[src/rtl/bqe_pkg.sv]
package bqe_pkg;

  typedef struct packed {
    logic signed [31:0] center_x;
    logic signed [31:0] center_y;
    logic signed [31:0] center_z;
    logic [15:0]        angle;
    logic [31:0]        extent;
    logic [7:0]         color_red;
    logic [7:0]         color_green;
    logic [7:0]         color_blue;
    logic [7:0]         color_alpha;
  } bqe_in_t;

  typedef struct packed {
    logic signed [31:0] vert_x;
    logic signed [31:0] vert_y;
    logic signed [31:0] vert_z;
    logic               tex_u;
    logic               tex_v;
    logic [7:0]         out_red;
    logic [7:0]         out_green;
    logic [7:0]         out_blue;
    logic [7:0]         out_alpha;
    logic               last_vertex;
  } bqe_out_t;

  localparam logic [2:0] REG_RIGHT_X = 3'd0;
  localparam logic [2:0] REG_RIGHT_Y = 3'd1;
  localparam logic [2:0] REG_RIGHT_Z = 3'd2;
  localparam logic [2:0] REG_UP_X    = 3'd3;
  localparam logic [2:0] REG_UP_Y    = 3'd4;
  localparam logic [2:0] REG_UP_Z    = 3'd5;

  // corner tables indexed by vertex number: 1 means +, 0 means -
  localparam logic [5:0] CORNER_R  = 6'b010110;
  localparam logic [5:0] CORNER_U  = 6'b110100;
  localparam logic [5:0] CORNER_TU = 6'b010110;
  localparam logic [5:0] CORNER_TV = 6'b001011;

endpackage

[src/rtl/bqe_sine.sv]
// Registered sine, Q2.14, four stages from angle to result.
module bqe_sine import bqe_pkg::*; (
  input  logic               clk,
  input  logic               en,
  input  logic [15:0]        angle,
  output logic signed [15:0] sine
);

  logic [14:0] z1;
  logic        neg1, neg2, neg3;
  logic [14:0] z2a, z3;
  logic [14:0] sq;
  logic [13:0] p1;
  logic [14:0] z2b;
  logic [14:0] p2;
  logic [14:0] zz;
  logic [29:0] sq_full;
  logic [27:0] t1;
  logic [29:0] t2;
  logic [29:0] t3;

  assign sq_full = 30'(zz) * 30'(zz);
  assign t1 = 28'(sq) * 28'd1160;
  assign t2 = 30'(z2b) * 30'(p1);
  assign t3 = 30'(z3) * 30'(p2);

  always_comb begin
    zz = angle[14] ? (15'd16384 - {1'b0, angle[13:0]}) : {1'b0, angle[13:0]};
  end

  always_ff @(posedge clk) begin
    if (en) begin
      z1   <= zz;
      neg1 <= angle[15];
      sq   <= sq_full[28:14];
      z2a  <= z1;
      neg2 <= neg1;
      p1   <= 14'(15'd10512 - 15'(t1[27:14]));
      z2b  <= sq;
      z3   <= z2a;
      neg3 <= neg2;
      p2   <= 15'd25736 - 15'(t2[29:14]);
      sine <= neg3 ? -16'(t3[28:14]) : 16'(t3[28:14]);
    end
  end

endmodule

[config.mk]
export PLATFORM = sky130hd
export DESIGN_NAME = bqe_sine
export DESIGN_NICKNAME = d
export VERILOG_FILES = /design/src/rtl/bqe_pkg.sv /design/src/rtl/bqe_sine.sv
export SDC_FILE = /design/constraint.sdc
export NUM_CORES = 1
export LEC_CHECK = 0
export BUFFER_PORTS_ARGS = -buffer_cell sky130_fd_sc_hd__clkbuf_2
export CAP_MARGIN = 10
export CELL_PAD_IN_SITES_DETAIL_PLACEMENT = 1
export CELL_PAD_IN_SITES_GLOBAL_PLACEMENT = 2
export CORE_ASPECT_RATIO = 1.2
export CORE_MARGIN = 8
export CORE_UTILIZATION = 35
export CTS_BUF_LIST = sky130_fd_sc_hd__clkbuf_8
export CTS_CLUSTER_SIZE = 20
export DETAILED_ROUTE_END_ITERATION = 10
export GPL_ROUTABILITY_DRIVEN = 0
export GPL_TIMING_DRIVEN = 0
export PLACE_DENSITY = 0.79
export SETUP_SLACK_MARGIN = 0.1
export SLEW_MARGIN = 10
export SYNTH_ARGS = -nofsm -noshare
export SYNTH_HDL_FRONTEND = slang
export SYNTH_SLANG_ARGS = --single-unit
[constraint.sdc]
create_clock -name clk -period 27.2 [get_ports clk]
set_clock_uncertainty 0.15 [all_clocks]
set_input_delay 5.44 -clock clk [delete_from_list [all_inputs] [get_ports clk]]
set_output_delay 5.44 -clock clk [all_outputs]
set_load 0.02 [all_outputs]
==> impl_summary.md <==
STA
The total count of hold-check failures in the final report was 0. The slew at the pin closest to its max-slew limit is 1.26 ns. The portion of the clock cycle consumed by the worst path in the final layout is 53.6%. Setup violations remaining at the end of the flow were counted as 0.

Setup repair after global routing left no endpoint under its margin. The final sum of negative setup slack is 0 ns. Across all hold checks on the routed design, the worst slack comes to 0.272 ns. The fmax is 0.0686 GHz. The number of slew-limit violations in the final report is 0. Headroom to the max-slew limit came out at 15.7%. The post-layout minimum cycle time is 14.58 ns.

Global routing
The first global-routing pass estimated 111,000 um of wire. The number of global-route vias before repair was 21,200. The initial antenna violation count is 0. The maximum number of pins on one net before global-route repair is 82. The total grt overflow is 0. Global routing consumed, over all layers together, 16.8% of the routing resources.

Yosys
For this run, asynchronously set or reset flops after synthesis account for 0%. The post-synthesis instance total is 2,661. The main flop type after synthesis is edfxtp_1. The number of distinct library cells after synthesis is 78. The number of enable-type register cells in the synthesized netlist is 123. Summing the areas of all compound-gate instances in the mapped netlist gives 6.00% of the synthesized area. After synthesis, the largest family of logic cells by area is adder cells. The post-synthesis cell area is 25,600 sq um. In this run, synthesis produced a sequential element count of 123. The Yosys warning count is 0. The mean instance size in the synthesized netlist is 9.64 sq um.

The fraction of the yosys area taken by sequential cells is 14.4%. The adder-cell share of the synthesized area is 51.2%. Measured against the total synthesized area, the mux share comes to 0.200%. Summing the areas of all and, or, nand and nor instances in the mapped netlist gives 14.3% of the synthesized area.

The synthesized netlist devotes 3.82% of its cell area to XOR and XNOR gates.

Min path
The worst min-delay path category is flop to flop. The worst hold path passes through 0 cells. The worst hold endpoint is z2a[3]$_DFFE_PP_. The worst hold path begins at z1[3]$_DFFE_PP_.

Setup path
The highest fanout seen on the critical path is 10. The worst-path cell with the longest stage delay is xor2_1. STA classifies the critical path startpoint as an input port.

The critical path capture point type is a flop. Broken down by cell family, the worst path's largest delay share belongs to adder cells. Counting both buffers and inverters, the worst setup path holds a total of 9. The source of the worst register-to-register timing path is z2b[7]$_DFFE_PP_. The delay contributed by the slowest stage of the critical path is 0.92 ns. The arrival time reported for the critical path endpoint is 14.66 ns. The slack of the worst reg-to-reg path is 18.69 ns. For the worst setup path, the data required time is 27.28 ns. The most critical setup path has its startpoint at angle[0]. The number of cells on the worst reg-to-reg path is 27. The endpoint identified for the worst register-to-register timing path is p2[14]$_DFFE_PP_. The worst setup path category is input port to flop.

CTS
The total of cells resized after clock tree synthesis is 0. In this run, post-CTS hold repair placed 0 buffers. Clock latency on the worst-skew pair, taken at its later pin, is 0.50 ns.

The number of buffers created by CTS is 17. Clock-pin slew was measured on the worst setup and hold paths at 0.08 ns. The buffer levels on the longest clock path is 2. The CTS tree is yes. The number of clock sinks seen by CTS is 123.

Post-CTS timing repair inserted 0 buffers for setup. The H-tree generated during clock tree synthesis spans 4 levels. The tree is rooted in a clkbuf_8.

Drt
The total DRC errors in the routed layout is 0. The average wire per cell in the routed design is 18.5 um. The detailed router put a total of 27,900 um of wire on met1. Signal routing reaches up to met4. The routed layout has 18,100 vias. The detailed router's first-iteration violation count is 654. Wire segments on met2 add up to 36,300 um in the final route.

The count of antenna-violating nets left after detailed routing is 0. The total met3 wirelength after detailed routing is 1600 um. In the routed layout, each cell is associated on average with a via count of 4.93.

Wires add up to 67,900 um. The total iterations of the first detailed-routing run is 4.

Floorplan
The initial utilization of the core area, before any placement, comes to 35.4%. The die height is 313 um. The x dimension of the die is 263 um. In this run the count of I/O pins placed on the die edge is 34. The area of the core is 72,400 sq um. The full die area is 82,200 sq um. The initialized floorplan defines 108 standard-cell rows.

Placement
The final HPWL from detailed placement is 58,300 um. The number of buffers inserted by port buffering is 33. The placed standard-cell area is 27,100 sq um.

Layout
The utilization of the core after routing is 37.9%. The proportion of layout cells with a drive suffix above 1 is 3.47%. The post-route standard cell area excluding fillers is 27,500 sq um.

The repair_antennas step left the layout with diodes totalling 0. In the final design database the tool counted 3,517 nets. Relative to the synthesized area, the layout overhead comes to 7.08%.

Job
The tool flagged a number of max-cap violations equal to 0.

Outcome
The flow ran to the end, and the final reports show no timing, DRC or antenna violations.
cells in the mapped netlist (all sizes together) (22+ instances only):
cell	number	area, sq um
o21ai	43	215
nor2	88	338
fa	459	9190
a21oi	49	260
and2	226	1410
a21o	22	165
xor2	33	297
ha	316	3950
xnor2	78	683
nand2	315	1180
inv	602	2260
edfxtp	123	3690
clkbuf	77	289
cell type report:
cell class / count / area, sq um
well taps: 935 / 1170
clock buffers: 17 / 234
fillers: 8353 / 45000
clock inverters: 15 / 125
inverters: 607 / 2280
flip-flops and latches: 123 / 3690
plain buffers: 79 / 297
multi-input cells: 1859 / 19400
repair buffers: 37 / 231
worst max-delay path by stage:
stage	cells past startpoint	slack, ns	end
floorplan	32	14.44	sq[11]$_DFFE_PP_
global placement	33	12.29	sq[11]$_DFFE_PP_
detailed placement	33	12.04	sq[14]$_DFFE_PP_
CTS	33	12.51	sq[14]$_DFFE_PP_
global route	31	12.02	sq[11]$_DFFE_PP_
finish	33	12.62	sq[14]$_DFFE_PP_
state kept, by name (all words and copies together), names as in the netlist:
| register | cells |
|---|---|
| neg1 | 1 |
| neg2 | 1 |
| neg3 | 1 |
| p1 | 14 |
| p2 | 15 |
| sine | 16 |
| sq | 15 |
| z1 | 15 |
| z2a | 15 |
| z2b | 15 |
| z3 | 15 |
placed cells by master (no fill, tap or decap), types with 18 or more instances in the layout:
cell type	netlist	final
o21ai_0	30	30
xor2_1	32	31
inv_1	601	603
clkbuf_1	77	77
clkbuf_2	0	32
and2_1	226	226
a21oi_1	47	47
edfxtp_1	123	123
nor3_1	19	19
a21o_1	22	22
xnor2_1	78	76
nor2_1	87	87
clkbuf_8	0	18
nand2_1	315	315
fa_1	459	459
ha_1	316	316
metal layers:
layer	up-vias	track usage, %
met5	-	0
met4	0	5.62
met3	119	1.90
met2	228	31.8
met1	9410	19.6
li1	8340	-
per-stage QoR:
stage | setup WS [ns] | cells
after global placement | 12.29 | 3636
after global routing | 12.02 | 3672
final | 12.62 | 3672
after detailed placement | 12.04 | 3640
after floorplan | 14.44 | 2668
after CTS | 12.51 | 3672
cells by family (layout without fill, tap and decap cells):
family / count (synthesis) / in the layout
compound gates: 216 / 216
xor+xnor: 111 / 111
fa+ha+maj: 775 / 775
buf+inv: 686 / 755
flops: 123 / 123
mux: 5 / 5
other cells: 2 / 9
simple gates: 743 / 743
Power is not shown: default switching activity piles up to over one toggle a cycle in this logic, so the estimate is an artifact.
